===== src/sv/sm83_lsu_pkg.sv =====
package sm83_lsu_pkg;

   // bus request codes
   typedef logic [2:0] bus_op_type;
   localparam bus_op_type BUS_NONE = 3'd0;
   localparam bus_op_type BUS_RD8  = 3'd1;
   localparam bus_op_type BUS_RD16 = 3'd2;
   localparam bus_op_type BUS_WR8  = 3'd3;
   localparam bus_op_type BUS_WR16 = 3'd4;

   // result status codes
   typedef logic [1:0] status_type;
   localparam status_type ST_OK   = 2'd0;
   localparam status_type ST_BAD  = 2'd1;
   localparam status_type ST_BUSY = 2'd2;

   // outstanding read kind
   typedef logic [1:0] pend_type;
   localparam pend_type PEND_NONE = 2'd0;
   localparam pend_type PEND_BYTE = 2'd1;
   localparam pend_type PEND_WORD = 2'd2;

   // register file order B,C,D,E,H,L,F,A
   typedef logic [2:0] reg_idx_type;
   localparam reg_idx_type IDX_B = 3'd0;
   localparam reg_idx_type IDX_C = 3'd1;
   localparam reg_idx_type IDX_D = 3'd2;
   localparam reg_idx_type IDX_E = 3'd3;
   localparam reg_idx_type IDX_H = 3'd4;
   localparam reg_idx_type IDX_L = 3'd5;
   localparam reg_idx_type IDX_F = 3'd6;
   localparam reg_idx_type IDX_A = 3'd7;

   typedef logic [1:0] pair_type;
   localparam pair_type PAIR_AF_SP = 2'd3;

   localparam logic [7:0]  HIGH_PAGE = 8'hFF;
   localparam logic [15:0] SP_STEP   = 16'd2;

   // instruction families
   typedef logic [4:0] family_type;
   localparam family_type FAM_LD_A_BC    = 5'd0;
   localparam family_type FAM_LD_A_HC    = 5'd1;
   localparam family_type FAM_LD_A_DE    = 5'd2;
   localparam family_type FAM_LD_A_HLS   = 5'd3;
   localparam family_type FAM_LD_A_N16   = 5'd4;
   localparam family_type FAM_LD_A_HN8   = 5'd5;
   localparam family_type FAM_ST_BC_A    = 5'd6;
   localparam family_type FAM_ST_HC_A    = 5'd7;
   localparam family_type FAM_ST_DE_A    = 5'd8;
   localparam family_type FAM_ST_HLS_A   = 5'd9;
   localparam family_type FAM_ST_HL_N8   = 5'd10;
   localparam family_type FAM_ST_HL_R8   = 5'd11;
   localparam family_type FAM_ST_N16_A   = 5'd12;
   localparam family_type FAM_ST_N16_SP  = 5'd13;
   localparam family_type FAM_ST_HN8_A   = 5'd14;
   localparam family_type FAM_LD_R16_N16 = 5'd15;
   localparam family_type FAM_LD_R8_HL   = 5'd16;
   localparam family_type FAM_LD_R8_N8   = 5'd17;
   localparam family_type FAM_LD_R8_R8   = 5'd18;
   localparam family_type FAM_LD_SP_HL   = 5'd19;
   localparam family_type FAM_POP        = 5'd20;
   localparam family_type FAM_PUSH       = 5'd21;

   // address source
   typedef logic [3:0] addr_sel_type;
   localparam addr_sel_type ASEL_NONE    = 4'd0;
   localparam addr_sel_type ASEL_BC      = 4'd1;
   localparam addr_sel_type ASEL_DE      = 4'd2;
   localparam addr_sel_type ASEL_HL      = 4'd3;
   localparam addr_sel_type ASEL_IMM     = 4'd4;
   localparam addr_sel_type ASEL_HIGH_C  = 4'd5;
   localparam addr_sel_type ASEL_HIGH_N8 = 4'd6;
   localparam addr_sel_type ASEL_SP      = 4'd7;
   localparam addr_sel_type ASEL_SP_DEC  = 4'd8;

   // write data source
   typedef logic [2:0] wdata_sel_type;
   localparam wdata_sel_type WSEL_NONE = 3'd0;
   localparam wdata_sel_type WSEL_A    = 3'd1;
   localparam wdata_sel_type WSEL_N8   = 3'd2;
   localparam wdata_sel_type WSEL_SRC  = 3'd3;
   localparam wdata_sel_type WSEL_SP   = 3'd4;
   localparam wdata_sel_type WSEL_PAIR = 3'd5;

   // register side effect
   typedef logic [2:0] effect_type;
   localparam effect_type EFF_NONE    = 3'd0;
   localparam effect_type EFF_HL_STEP = 3'd1;
   localparam effect_type EFF_LD16    = 3'd2;
   localparam effect_type EFF_LD8_IMM = 3'd3;
   localparam effect_type EFF_LD8_REG = 3'd4;
   localparam effect_type EFF_SP_HL   = 3'd5;
   localparam effect_type EFF_POP     = 3'd6;
   localparam effect_type EFF_PUSH    = 3'd7;

   // classified beat passed from front to back
   typedef struct packed {
      logic          is_resp;
      logic          bad;
      bus_op_type    bus_op;
      addr_sel_type  asel;
      wdata_sel_type wsel;
      effect_type    effect;
      logic          rd_to_dst;
      logic          hl_dec;
      reg_idx_type   dst;
      reg_idx_type   src;
      pair_type      pair;
      logic [15:0]   immediate;
      logic [15:0]   read_data;
   } cmd_type;

endpackage


===== src/sv/sm83_lsu_req_if.sv =====
interface sm83_lsu_req_if import sm83_lsu_pkg::*; ();
   logic        valid;
   logic        ready;
   logic        kind;
   family_type  family;
   logic [7:0]  opcode;
   logic [15:0] immediate;
   logic [15:0] read_data;

   modport source (output valid, kind, family, opcode, immediate, read_data, input ready);
   modport sink   (input valid, kind, family, opcode, immediate, read_data, output ready);
endinterface


===== src/sv/sm83_lsu_rsp_if.sv =====
interface sm83_lsu_rsp_if import sm83_lsu_pkg::*; ();
   logic        valid;
   logic        ready;
   bus_op_type  bus_op;
   logic [15:0] bus_address;
   logic [15:0] bus_write_data;
   status_type  status;
   logic [15:0] af_value;
   logic [15:0] bc_value;
   logic [15:0] de_value;
   logic [15:0] hl_value;
   logic [15:0] sp_value;

   modport source (output valid, bus_op, bus_address, bus_write_data, status,
                   af_value, bc_value, de_value, hl_value, sp_value, input ready);
   modport sink   (input valid, bus_op, bus_address, bus_write_data, status,
                   af_value, bc_value, de_value, hl_value, sp_value, output ready);
endinterface


===== src/sv/sm83_lsu_front.sv =====
module sm83_lsu_front import sm83_lsu_pkg::*; (
   sm83_lsu_req_if.sink req_chan,
   input  logic         q_full,
   output logic         q_push,
   output cmd_type      q_cmd
);

   assign req_chan.ready = !q_full;
   assign q_push         = req_chan.valid && !q_full;

   // classify the beat into address, data and effect selects
   always_comb begin
      q_cmd           = '0;
      q_cmd.is_resp   = req_chan.kind;
      q_cmd.hl_dec    = req_chan.opcode[4];
      q_cmd.dst       = req_chan.opcode[5:3];
      q_cmd.src       = req_chan.opcode[2:0];
      q_cmd.pair      = req_chan.opcode[5:4];
      q_cmd.immediate = req_chan.immediate;
      q_cmd.read_data = req_chan.read_data;
      q_cmd.bus_op    = BUS_NONE;
      q_cmd.asel      = ASEL_NONE;
      q_cmd.wsel      = WSEL_NONE;
      q_cmd.effect    = EFF_NONE;
      unique case (req_chan.family)
         FAM_LD_A_BC: begin
            q_cmd.bus_op = BUS_RD8; q_cmd.asel = ASEL_BC;
         end
         FAM_LD_A_HC: begin
            q_cmd.bus_op = BUS_RD8; q_cmd.asel = ASEL_HIGH_C;
         end
         FAM_LD_A_DE: begin
            q_cmd.bus_op = BUS_RD8; q_cmd.asel = ASEL_DE;
         end
         FAM_LD_A_HLS: begin
            q_cmd.bus_op = BUS_RD8; q_cmd.asel = ASEL_HL; q_cmd.effect = EFF_HL_STEP;
         end
         FAM_LD_A_N16: begin
            q_cmd.bus_op = BUS_RD8; q_cmd.asel = ASEL_IMM;
         end
         FAM_LD_A_HN8: begin
            q_cmd.bus_op = BUS_RD8; q_cmd.asel = ASEL_HIGH_N8;
         end
         FAM_ST_BC_A: begin
            q_cmd.bus_op = BUS_WR8; q_cmd.asel = ASEL_BC; q_cmd.wsel = WSEL_A;
         end
         FAM_ST_HC_A: begin
            q_cmd.bus_op = BUS_WR8; q_cmd.asel = ASEL_HIGH_C; q_cmd.wsel = WSEL_A;
         end
         FAM_ST_DE_A: begin
            q_cmd.bus_op = BUS_WR8; q_cmd.asel = ASEL_DE; q_cmd.wsel = WSEL_A;
         end
         FAM_ST_HLS_A: begin
            q_cmd.bus_op = BUS_WR8; q_cmd.asel = ASEL_HL; q_cmd.wsel = WSEL_A;
            q_cmd.effect = EFF_HL_STEP;
         end
         FAM_ST_HL_N8: begin
            q_cmd.bus_op = BUS_WR8; q_cmd.asel = ASEL_HL; q_cmd.wsel = WSEL_N8;
         end
         FAM_ST_HL_R8: begin
            q_cmd.bus_op = BUS_WR8; q_cmd.asel = ASEL_HL; q_cmd.wsel = WSEL_SRC;
         end
         FAM_ST_N16_A: begin
            q_cmd.bus_op = BUS_WR8; q_cmd.asel = ASEL_IMM; q_cmd.wsel = WSEL_A;
         end
         FAM_ST_N16_SP: begin
            q_cmd.bus_op = BUS_WR16; q_cmd.asel = ASEL_IMM; q_cmd.wsel = WSEL_SP;
         end
         FAM_ST_HN8_A: begin
            q_cmd.bus_op = BUS_WR8; q_cmd.asel = ASEL_HIGH_N8; q_cmd.wsel = WSEL_A;
         end
         FAM_LD_R16_N16: q_cmd.effect = EFF_LD16;
         FAM_LD_R8_HL: begin
            q_cmd.bus_op = BUS_RD8; q_cmd.asel = ASEL_HL; q_cmd.rd_to_dst = 1'b1;
         end
         FAM_LD_R8_N8: q_cmd.effect = EFF_LD8_IMM;
         FAM_LD_R8_R8: begin
            q_cmd.effect = EFF_LD8_REG;
            q_cmd.bad    = (req_chan.opcode[5:3] == req_chan.opcode[2:0]);
         end
         FAM_LD_SP_HL: q_cmd.effect = EFF_SP_HL;
         FAM_POP: begin
            q_cmd.bus_op = BUS_RD16; q_cmd.asel = ASEL_SP; q_cmd.effect = EFF_POP;
         end
         FAM_PUSH: begin
            q_cmd.bus_op = BUS_WR16; q_cmd.asel = ASEL_SP_DEC; q_cmd.wsel = WSEL_PAIR;
            q_cmd.effect = EFF_PUSH;
         end
         default: q_cmd.bad = 1'b1;
      endcase
   end

endmodule


===== src/sv/sm83_lsu_queue.sv =====
module sm83_lsu_queue import sm83_lsu_pkg::*; #(
   parameter int Depth = 2
) (
   input  logic    clock,
   input  logic    reset,
   input  logic    push,
   input  cmd_type push_data,
   output logic    full,
   input  logic    pop,
   output logic    not_empty,
   output cmd_type pop_data
);

   localparam int PtrW = $clog2(Depth);
   localparam int CntW = $clog2(Depth + 1);

   cmd_type         slot_ff [Depth];
   logic [PtrW-1:0] wr_ptr_ff, wr_ptr_in;
   logic [PtrW-1:0] rd_ptr_ff, rd_ptr_in;
   logic [CntW-1:0] cnt_ff, cnt_in;

   assign full      = (cnt_ff == CntW'(Depth));
   assign not_empty = (cnt_ff != '0);
   assign pop_data  = slot_ff[rd_ptr_ff];

   always_comb begin
      wr_ptr_in = wr_ptr_ff;
      rd_ptr_in = rd_ptr_ff;
      if (push) begin
         wr_ptr_in = (wr_ptr_ff == PtrW'(Depth - 1)) ? '0 : wr_ptr_ff + 1'b1;
      end
      if (pop) begin
         rd_ptr_in = (rd_ptr_ff == PtrW'(Depth - 1)) ? '0 : rd_ptr_ff + 1'b1;
      end
      case ({push, pop})
         2'b10:   cnt_in = cnt_ff + 1'b1;
         2'b01:   cnt_in = cnt_ff - 1'b1;
         default: cnt_in = cnt_ff;
      endcase
   end

   always_ff @(posedge clock) begin
      if (reset) begin
         wr_ptr_ff <= '0;
         rd_ptr_ff <= '0;
         cnt_ff    <= '0;
      end else begin
         wr_ptr_ff <= wr_ptr_in;
         rd_ptr_ff <= rd_ptr_in;
         cnt_ff    <= cnt_in;
      end
   end

   always_ff @(posedge clock) begin
      if (push) begin
         slot_ff[wr_ptr_ff] <= push_data;
      end
   end

   a_no_overflow: assert property (@(posedge clock) disable iff (reset)
      !(push && full && !pop))
      else $error("queue written while full");

endmodule


===== src/sv/sm83_lsu_back.sv =====
module sm83_lsu_back import sm83_lsu_pkg::*; (
   input  logic           clock,
   input  logic           reset,
   input  logic           q_valid,
   input  cmd_type        q_cmd,
   output logic           q_pop,
   sm83_lsu_rsp_if.source rsp_chan
);

   logic [7:0]  rf_ff [8];
   logic [7:0]  rf_in [8];
   logic [15:0] sp_ff, sp_in;
   pend_type    pend_ff, pend_in;
   reg_idx_type pdest_ff, pdest_in;

   logic        rsp_valid_ff;
   bus_op_type  op_ff, op_in;
   logic [15:0] addr_ff, addr_in;
   logic [15:0] wdata_ff, wdata_in;
   status_type  st_ff, st_in;
   logic [15:0] af_ff, bc_ff, de_ff, hl_ff, spv_ff;

   logic        advance;
   logic [15:0] hl, hl_next, pair_val;

   // advance when the output register is empty or being drained
   assign advance = !rsp_valid_ff || rsp_chan.ready;
   assign q_pop   = q_valid && advance;

   assign hl       = {rf_ff[IDX_H], rf_ff[IDX_L]};
   assign hl_next  = q_cmd.hl_dec ? hl - 16'd1 : hl + 16'd1;
   assign pair_val = (q_cmd.pair == PAIR_AF_SP) ? {rf_ff[IDX_A], rf_ff[IDX_F]}
                   : {rf_ff[{q_cmd.pair, 1'b0}], rf_ff[{q_cmd.pair, 1'b1}]};

   always_comb begin
      rf_in    = rf_ff;
      sp_in    = sp_ff;
      pend_in  = pend_ff;
      pdest_in = pdest_ff;
      op_in    = BUS_NONE;
      addr_in  = '0;
      wdata_in = '0;
      st_in    = ST_OK;
      if (q_cmd.is_resp) begin
         case (pend_ff)
            PEND_BYTE: rf_in[pdest_ff] = q_cmd.read_data[7:0];
            PEND_WORD: begin
               if (pdest_ff[1:0] == PAIR_AF_SP) begin
                  rf_in[IDX_A] = q_cmd.read_data[15:8];
                  rf_in[IDX_F] = q_cmd.read_data[7:0];
               end else begin
                  rf_in[{pdest_ff[1:0], 1'b0}] = q_cmd.read_data[15:8];
                  rf_in[{pdest_ff[1:0], 1'b1}] = q_cmd.read_data[7:0];
               end
            end
            default: ;
         endcase
         pend_in  = PEND_NONE;
         pdest_in = IDX_B;
      end else if (pend_ff != PEND_NONE) begin
         st_in = ST_BUSY;
      end else if (q_cmd.bad) begin
         st_in = ST_BAD;
      end else begin
         op_in = q_cmd.bus_op;
         case (q_cmd.asel)
            ASEL_BC:      addr_in = {rf_ff[IDX_B], rf_ff[IDX_C]};
            ASEL_DE:      addr_in = {rf_ff[IDX_D], rf_ff[IDX_E]};
            ASEL_HL:      addr_in = hl;
            ASEL_IMM:     addr_in = q_cmd.immediate;
            ASEL_HIGH_C:  addr_in = {HIGH_PAGE, rf_ff[IDX_C]};
            ASEL_HIGH_N8: addr_in = {HIGH_PAGE, q_cmd.immediate[7:0]};
            ASEL_SP:      addr_in = sp_ff;
            ASEL_SP_DEC:  addr_in = sp_ff - SP_STEP;
            default:      addr_in = '0;
         endcase
         case (q_cmd.wsel)
            WSEL_A:    wdata_in = {8'h00, rf_ff[IDX_A]};
            WSEL_N8:   wdata_in = {8'h00, q_cmd.immediate[7:0]};
            WSEL_SRC:  wdata_in = {8'h00, rf_ff[q_cmd.src]};
            WSEL_SP:   wdata_in = sp_ff;
            WSEL_PAIR: wdata_in = pair_val;
            default:   wdata_in = '0;
         endcase
         case (q_cmd.effect)
            EFF_HL_STEP: begin
               rf_in[IDX_H] = hl_next[15:8];
               rf_in[IDX_L] = hl_next[7:0];
            end
            EFF_LD16: begin
               if (q_cmd.pair == PAIR_AF_SP) begin
                  sp_in = q_cmd.immediate;
               end else begin
                  rf_in[{q_cmd.pair, 1'b0}] = q_cmd.immediate[15:8];
                  rf_in[{q_cmd.pair, 1'b1}] = q_cmd.immediate[7:0];
               end
            end
            EFF_LD8_IMM: rf_in[q_cmd.dst] = q_cmd.immediate[7:0];
            EFF_LD8_REG: rf_in[q_cmd.dst] = rf_ff[q_cmd.src];
            EFF_SP_HL:   sp_in = hl;
            EFF_POP:     sp_in = sp_ff + SP_STEP;
            EFF_PUSH:    sp_in = sp_ff - SP_STEP;
            default: ;
         endcase
         if (q_cmd.bus_op == BUS_RD8) begin
            pend_in  = PEND_BYTE;
            pdest_in = q_cmd.rd_to_dst ? q_cmd.dst : IDX_A;
         end else if (q_cmd.bus_op == BUS_RD16) begin
            pend_in  = PEND_WORD;
            pdest_in = {1'b0, q_cmd.pair};
         end
      end
      // F keeps its low nibble clear on every write
      rf_in[IDX_F][3:0] = 4'h0;
   end

   always_ff @(posedge clock) begin
      if (reset) begin
         for (int i = 0; i < 8; i++) begin
            rf_ff[i] <= '0;
         end
         sp_ff        <= '0;
         pend_ff      <= PEND_NONE;
         pdest_ff     <= IDX_B;
         rsp_valid_ff <= 1'b0;
      end else begin
         if (q_pop) begin
            rf_ff    <= rf_in;
            sp_ff    <= sp_in;
            pend_ff  <= pend_in;
            pdest_ff <= pdest_in;
         end
         if (advance) begin
            rsp_valid_ff <= q_valid;
         end
      end
   end

   always_ff @(posedge clock) begin
      if (q_pop) begin
         op_ff    <= op_in;
         addr_ff  <= addr_in;
         wdata_ff <= wdata_in;
         st_ff    <= st_in;
         af_ff    <= {rf_in[IDX_A], rf_in[IDX_F]};
         bc_ff    <= {rf_in[IDX_B], rf_in[IDX_C]};
         de_ff    <= {rf_in[IDX_D], rf_in[IDX_E]};
         hl_ff    <= {rf_in[IDX_H], rf_in[IDX_L]};
         spv_ff   <= sp_in;
      end
   end

   assign rsp_chan.valid          = rsp_valid_ff;
   assign rsp_chan.bus_op         = op_ff;
   assign rsp_chan.bus_address    = addr_ff;
   assign rsp_chan.bus_write_data = wdata_ff;
   assign rsp_chan.status         = st_ff;
   assign rsp_chan.af_value       = af_ff;
   assign rsp_chan.bc_value       = bc_ff;
   assign rsp_chan.de_value       = de_ff;
   assign rsp_chan.hl_value       = hl_ff;
   assign rsp_chan.sp_value       = spv_ff;

   a_flag_nibble: assert property (@(posedge clock) disable iff (reset)
      rf_ff[IDX_F][3:0] == 4'h0)
      else $error("F low nibble set");

   a_busy_no_bus: assert property (@(posedge clock) disable iff (reset)
      q_pop && !q_cmd.is_resp && pend_ff != PEND_NONE
      |=> st_ff == ST_BUSY && op_ff == BUS_NONE && rsp_valid_ff)
      else $error("instruction during pending read not reported busy");

   a_resp_clears: assert property (@(posedge clock) disable iff (reset)
      q_pop && q_cmd.is_resp |=> pend_ff == PEND_NONE)
      else $error("read response left a read pending");

   a_read_pends: assert property (@(posedge clock) disable iff (reset)
      q_pop && !q_cmd.is_resp && pend_ff == PEND_NONE && !q_cmd.bad
      && (q_cmd.bus_op == BUS_RD8 || q_cmd.bus_op == BUS_RD16)
      |=> pend_ff != PEND_NONE)
      else $error("issued read not recorded as pending");

endmodule


===== src/sv/sm83_load_store_unit_top.sv =====
// Channel   Dir  Handshake      Beat carries
// req_chan  in   valid / ready  kind, family, opcode, immediate, read_data
// rsp_chan  out  valid / ready  bus_op, bus_address, bus_write_data, status,
//                               af_value, bc_value, de_value, hl_value, sp_value
//
// One beat per cycle sustained while rsp_chan.ready holds; each request's response is
// registered in the cycle after it leaves the queue; an accepted request is first written to a queue slot.
// The register file, SP and pending-read state update together in the back end when a beat is popped.
// Reset is synchronous: registers, SP and pending state clear at once, no clearing pass.
// A stalled rsp_chan holds the output register; the queue absorbs up to QueueDepth
// requests before req_chan.ready drops.
module sm83_load_store_unit_top import sm83_lsu_pkg::*; #(
   parameter int QueueDepth = 2
) (
   input  logic           clock,
   input  logic           reset,
   sm83_lsu_req_if.sink   req_chan,
   sm83_lsu_rsp_if.source rsp_chan
);

   // front end to queue
   logic    q_push;
   logic    q_full;
   cmd_type q_in;

   // queue to back end
   logic    q_pop;
   logic    q_valid;
   cmd_type q_out;

   // accept and classify each beat
   sm83_lsu_front u_front (
      .req_chan (req_chan),
      .q_full   (q_full),
      .q_push   (q_push),
      .q_cmd    (q_in)
   );

   // hold classified beats so either side may stall on its own
   sm83_lsu_queue #(
      .Depth (QueueDepth)
   ) u_queue (
      .clock     (clock),
      .reset     (reset),
      .push      (q_push),
      .push_data (q_in),
      .full      (q_full),
      .pop       (q_pop),
      .not_empty (q_valid),
      .pop_data  (q_out)
   );

   // execute against the register file and drive the registered response
   sm83_lsu_back u_back (
      .clock    (clock),
      .reset    (reset),
      .q_valid  (q_valid),
      .q_cmd    (q_out),
      .q_pop    (q_pop),
      .rsp_chan (rsp_chan)
   );

endmodule

===== src/flat_wrapper.sv =====
// flat-port wrapper written by rule: the top's interface ports become plain ports
module sm83_load_store_unit_top_flat import sm83_lsu_pkg::*;
#(
   parameter int QueueDepth = 2
)
  (clock, reset, req_chan_valid, req_chan_kind, req_chan_family, req_chan_opcode, req_chan_immediate, req_chan_read_data, req_chan_ready, rsp_chan_valid, rsp_chan_bus_op, rsp_chan_bus_address, rsp_chan_bus_write_data, rsp_chan_status, rsp_chan_af_value, rsp_chan_bc_value, rsp_chan_de_value, rsp_chan_hl_value, rsp_chan_sp_value, rsp_chan_ready);
  sm83_lsu_req_if req_chan_i ();
  sm83_lsu_rsp_if rsp_chan_i ();
  input  logic clock;
  input  logic reset;
  input wire logic [$bits(req_chan_i.valid)-1:0] req_chan_valid;
  input wire logic [$bits(req_chan_i.kind)-1:0] req_chan_kind;
  input wire logic [$bits(req_chan_i.family)-1:0] req_chan_family;
  input wire logic [$bits(req_chan_i.opcode)-1:0] req_chan_opcode;
  input wire logic [$bits(req_chan_i.immediate)-1:0] req_chan_immediate;
  input wire logic [$bits(req_chan_i.read_data)-1:0] req_chan_read_data;
  output wire logic [$bits(req_chan_i.ready)-1:0] req_chan_ready;
  output wire logic [$bits(rsp_chan_i.valid)-1:0] rsp_chan_valid;
  output wire logic [$bits(rsp_chan_i.bus_op)-1:0] rsp_chan_bus_op;
  output wire logic [$bits(rsp_chan_i.bus_address)-1:0] rsp_chan_bus_address;
  output wire logic [$bits(rsp_chan_i.bus_write_data)-1:0] rsp_chan_bus_write_data;
  output wire logic [$bits(rsp_chan_i.status)-1:0] rsp_chan_status;
  output wire logic [$bits(rsp_chan_i.af_value)-1:0] rsp_chan_af_value;
  output wire logic [$bits(rsp_chan_i.bc_value)-1:0] rsp_chan_bc_value;
  output wire logic [$bits(rsp_chan_i.de_value)-1:0] rsp_chan_de_value;
  output wire logic [$bits(rsp_chan_i.hl_value)-1:0] rsp_chan_hl_value;
  output wire logic [$bits(rsp_chan_i.sp_value)-1:0] rsp_chan_sp_value;
  input wire logic [$bits(rsp_chan_i.ready)-1:0] rsp_chan_ready;
  assign req_chan_i.valid = req_chan_valid;
  assign req_chan_i.kind = req_chan_kind;
  assign req_chan_i.family = req_chan_family;
  assign req_chan_i.opcode = req_chan_opcode;
  assign req_chan_i.immediate = req_chan_immediate;
  assign req_chan_i.read_data = req_chan_read_data;
  assign req_chan_ready = req_chan_i.ready;
  assign rsp_chan_valid = rsp_chan_i.valid;
  assign rsp_chan_bus_op = rsp_chan_i.bus_op;
  assign rsp_chan_bus_address = rsp_chan_i.bus_address;
  assign rsp_chan_bus_write_data = rsp_chan_i.bus_write_data;
  assign rsp_chan_status = rsp_chan_i.status;
  assign rsp_chan_af_value = rsp_chan_i.af_value;
  assign rsp_chan_bc_value = rsp_chan_i.bc_value;
  assign rsp_chan_de_value = rsp_chan_i.de_value;
  assign rsp_chan_hl_value = rsp_chan_i.hl_value;
  assign rsp_chan_sp_value = rsp_chan_i.sp_value;
  assign rsp_chan_i.ready = rsp_chan_ready;
  sm83_load_store_unit_top #(.QueueDepth(QueueDepth)) u_core (.clock(clock), .reset(reset), .req_chan(req_chan_i), .rsp_chan(rsp_chan_i));
endmodule

===== config.mk =====
export PLATFORM = sky130hd
export DESIGN_NAME = sm83_load_store_unit_top_flat
export DESIGN_NICKNAME = d
export VERILOG_FILES = /design/src/sv/sm83_lsu_pkg.sv /design/src/sv/sm83_lsu_req_if.sv /design/src/sv/sm83_lsu_rsp_if.sv /design/src/sv/sm83_lsu_front.sv /design/src/sv/sm83_lsu_queue.sv /design/src/sv/sm83_lsu_back.sv /design/src/sv/sm83_load_store_unit_top.sv /design/src/flat_wrapper.sv
export SDC_FILE = /design/constraint.sdc
export NUM_CORES = 1
export LEC_CHECK = 0
export BUFFER_PORTS_ARGS = -buffer_cell sky130_fd_sc_hd__buf_2
export CELL_PAD_IN_SITES_DETAIL_PLACEMENT = 0
export CELL_PAD_IN_SITES_GLOBAL_PLACEMENT = 1
export CORE_MARGIN = 5
export CORE_UTILIZATION = 48
export CTS_CLUSTER_SIZE = 8
export DETAILED_ROUTE_END_ITERATION = 12
export HOLD_SLACK_MARGIN = 0.06
export PLACE_DENSITY = 0.88
export REMOVE_ABC_BUFFERS = 1
export SETUP_SLACK_MARGIN = 0.3
export SYNTH_ARGS = -nofsm -noshare
export SYNTH_HDL_FRONTEND = slang
export SYNTH_HIERARCHICAL = 1
export SYNTH_SLANG_ARGS = --single-unit

===== constraint.sdc =====
create_clock -name clock -period 7 [get_ports clock]
set_input_delay 0.7 -clock clock [delete_from_list [all_inputs] [get_ports clock]]
set_output_delay 0.7 -clock clock [all_outputs]
set_load 0.01 [all_outputs]

==> impl_metrics.env <==
export IMPL_reg2regPathDepth=9
export IMPL_port_buffers=162
export IMPL_cts_tree="built"
export IMPL_timing_setup_tns_ns=0
export IMPL_count_of_flip_flops_with_a_built_in_enable_after_synthesis=227
export IMPL_yosys_top_cells_count="edfxtp_1, nand2_1, nor2_1"
export IMPL_path_delay_family="compound AO/OA/AOI/OAI gates"
export IMPL_grt_remaining_overflow=0
export IMPL_post_dp_hpwl_um=52100
export IMPL_cts_buffers=45
export IMPL_drv_cap=0
export IMPL_ys_warnings_count=6
export IMPL_first_global_vias=16500
export IMPL_layout_nets=2132
export IMPL_power_leakage_nw=7.48
export IMPL_final_period_utilization_pct=62.9
export IMPL_ys_flop_type="edfxtp_1"
export IMPL_ant_nets=0
export IMPL_critPathMaxFanout=29
export IMPL_synthMostInstantiatedCell="edfxtp_1"
export IMPL_critical_path_top_delay_cell="a21oi_4"
export IMPL_switching_share_pct=44.9
export IMPL_cts_hold_repair_buffers=0
export IMPL_critical_path_n_buffers_inverters=1
export IMPL_share_of_layout_cells_above_drive_strength_1_pct=18.4
export IMPL_cts_resized_gates=0
export IMPL_slew_violations=0
export IMPL_outcome="finished, violations left"
export IMPL_worst_path_stages=9
export IMPL_cts_max_level=2
export IMPL_timing_worst_setup_path_type="reg -> reg"
export IMPL_min_delay_path_class="in -> reg"
export IMPL_clkSlewWorstSetupHoldPaths_ns=0.05
export IMPL_drt_wirelength_per_cell_um=28.0
export IMPL_chipHeight_um=212
export IMPL_worst_slew_pin_transition_ns=1.23
export IMPL_violations="design-rule violations"
export IMPL_first_pass_iters=12
export IMPL_clockBufferDepth=3
export IMPL_grt_antenna_before_repair=1
export IMPL_vias=17600
export IMPL_mappedNetlistArea_um2=19500
export IMPL_internal_power_mw=5.48
export IMPL_place_area_um2=20200
export IMPL_grt_pass1_wl_um=107000
export IMPL_io_pin_count=169
export IMPL_post_cts_repair_setup_buffers=0
export IMPL_synthToLayoutAreaGrowth_pct=10.1
export IMPL_pwr_density_cell_nw_per_um2=463
export IMPL_post_synth_top_area_cell="edfxtp_1"
export IMPL_worst_ep_arrival_time_ns=4.83
export IMPL_start_util_pct=48.8
export IMPL_fp_coreArea_um2=40000
export IMPL_share_comb_of_total_power_pct=46.3
export IMPL_cts_root_buffer_cell="clkbuf_16"
export IMPL_finalSetupViolations=0
export IMPL_end_kind="flop"
export IMPL_clockPowerShare_pct=20.1
export IMPL_timing_hold_violations_final=0
export IMPL_cp_slowest_stage_delay_ns=0.70
export IMPL_synth_async_sr_flop_share_pct=0
export IMPL_synth_area_leaders="edfxtp_1, dfxtp_1, a21oi_1, nand2_1, mux2_2"
export IMPL_clock_skew_ns=0.0223
export IMPL_worstPathCellList="buf_4 > mux2_2 > or3b_1 > a21oi_4 > nand2_2 > a222oi_1 > mux2i_1 > nand2_1 > a21oi_1"
export IMPL_cp_required_ns=7.43
export IMPL_insertedDiodeCount=0
export IMPL_grt_setup_unrepaired="false"
export IMPL_fp_row_count=73
export IMPL_syn_inst=2029
export IMPL_ir_drop_v=0.000330
export IMPL_drc=1
export IMPL_net_switching_power_mw=4.47
export IMPL_pwr_share_seq_pct=33.6
export IMPL_detail_route_vias_per_cell=6.71
export IMPL_ys_seq_elements=314
export IMPL_groute_usage_overall_pct=31.5
export IMPL_detailedRoute_firstIterationViolations=2508
export IMPL_synth_sequential_area_ratio_pct=43.8
export IMPL_maximum_number_of_pins_on_one_net_before_global_route_repair=100
export IMPL_cts_sinks=314
export IMPL_finalWeightedCongestion=0.984
export IMPL_synth_top_cell_area_share_pct=34.9
export IMPL_slew_limit_headroom_pct=18.2
export IMPL_hold_depth=1
export IMPL_start_kind="flop"
export IMPL_clk_insertion_delay_late_ns=0.57
export IMPL_finalInstanceArea_um2=21500
export IMPL_ys_types=96
export IMPL_max_freq_mhz=227
export IMPL_mean_instance_size_in_the_synthesized_netlist_um2=9.62
export IMPL_die_width_um=212
export IMPL_total_wirelength_of_the_detailed_routed_design_um=73300
export IMPL_fin_worst_hold_slack_ns=0.320
export IMPL_period_needed_ns=4.40
export IMPL_die_area_um2=44800
==> per-layer routing <==
metal / vias up / GRT usage [%] / part of all wire (%)
met5: - / 0 / 0
met4: 0 / 14.8 / 5.3
met3: 240 / 4.67 / 9.5
met2: 1050 / 49.1 / 45
met1: 8548 / 43.5 / 40
li1: 7744 / - / -
==> final cells by class <==
type | count | area [um^2]
Timing Repair Buffer | 192 | 1040
Clock buffer | 79 | 1260
Tap cell | 525 | 657
Sequential cell | 314 | 8560
Multi-Input combinational cell | 1475 | 9820
Inverter | 33 | 129
Fill cell | 3622 | 18500
Clock inverter | 3 | 21.3
==> worst paths after layout <==
check                                start                             to  slack, ns
setup / recovery                      flop        u_core/u_back/rf_ff[47]       2.60
hold / removal      req_chan_read_data[15]  u_core/u_queue/slot_ff[0][15]       0.32
setup reg to reg                      flop        u_core/u_back/rf_ff[47]       2.60
hold reg to reg   u_core/u_back/pend_ff[0]       u_core/u_back/pend_ff[0]       0.50
==> cells in the final DEF, fill, tap and decap left out, types with 19 or more instances in the layout <==
cell type / count
nand3_1: 52
mux2i_1: 56
buf_4: 30
ha_1: 20
nand2_1: 203
clkbuf_16: 45
nor2_1: 155
edfxtp_1: 227
clkbuf_1: 33
a221oi_1: 49
o21ai_0: 124
xnor2_1: 19
a22oi_1: 56
dfxtp_1: 86
and2_1: 23
nor3_1: 44
nor2b_1: 35
a21oi_1: 154
inv_1: 32
buf_2: 162
mux2_2: 67
o22ai_1: 19
a22o_1: 20
==> worst reg2reg max path: stages (launching register included) <==
cell and delay [ns]:
dfxtp_2 0.59, buf_4 0.45, mux2_2 0.66, or3b_1 0.64, a21oi_4 0.70, nand2_2 0.27
a222oi_1 0.58, mux2i_1 0.20, nand2_1 0.11, a21oi_1 0.07
==> state kept, by name, summed over array words and instances (netlist names), 12 cells and up, named ones only <==
name,cells
u_core/u_back/rsp_chan.de_value,16
u_core/u_back/rsp_chan.sp_value,16
u_core/u_back/rsp_chan.af_value,12
u_core/u_back/rsp_chan.bc_value,16
u_core/u_back/rf_ff,44
u_core/u_back/sp_ff,16
u_core/u_back/rsp_chan.bus_write_data,16
u_core/u_queue/slot_ff,114
u_core/u_back/rsp_chan.hl_value,16
u_core/u_back/hl,16
u_core/u_back/rsp_chan.bus_address,16
==> metrics by stage <==
step                utilization, %  cells  setup slack (ns)  total power [mW]
floorplan                        -   1822             0.275              6.00
global placement              50.5   2539              2.76              7.76
detailed placement            50.5   2539              2.71              7.81
CTS                           53.7   2621              2.70              9.86
global route                  53.7   2621              2.38              10.4
finish                        53.7   2621              2.60              9.96
==> logic make-up after synthesis <==
family                   count (synthesis)  share of synthesized area [%]
XOR/XNOR                                30                           1.35
AND/OR/NAND/NOR                        623                           15.5
flip-flops                             314                           43.8
other                                    1                         0.0192
AO/OA/AOI/OAI                          656                           23.1
buffers and inverters                  243                           6.06
adder cells (fa/ha/maj)                 21                           1.38
multiplexers                           141                           8.81
==> power groups by stage <==
stage                     combinational, mW  sequential, mW  clock [mW]
after global placement                 4.44            3.32           0
after floorplan                        2.68            3.32           0
after CTS                              4.52            3.31        2.03
after global routing                   4.90            3.37        2.12
after detailed placement               4.49            3.33           0
final                                  4.61            3.34        2.00
No activity file was read; power rests on OpenSTA's default activity.
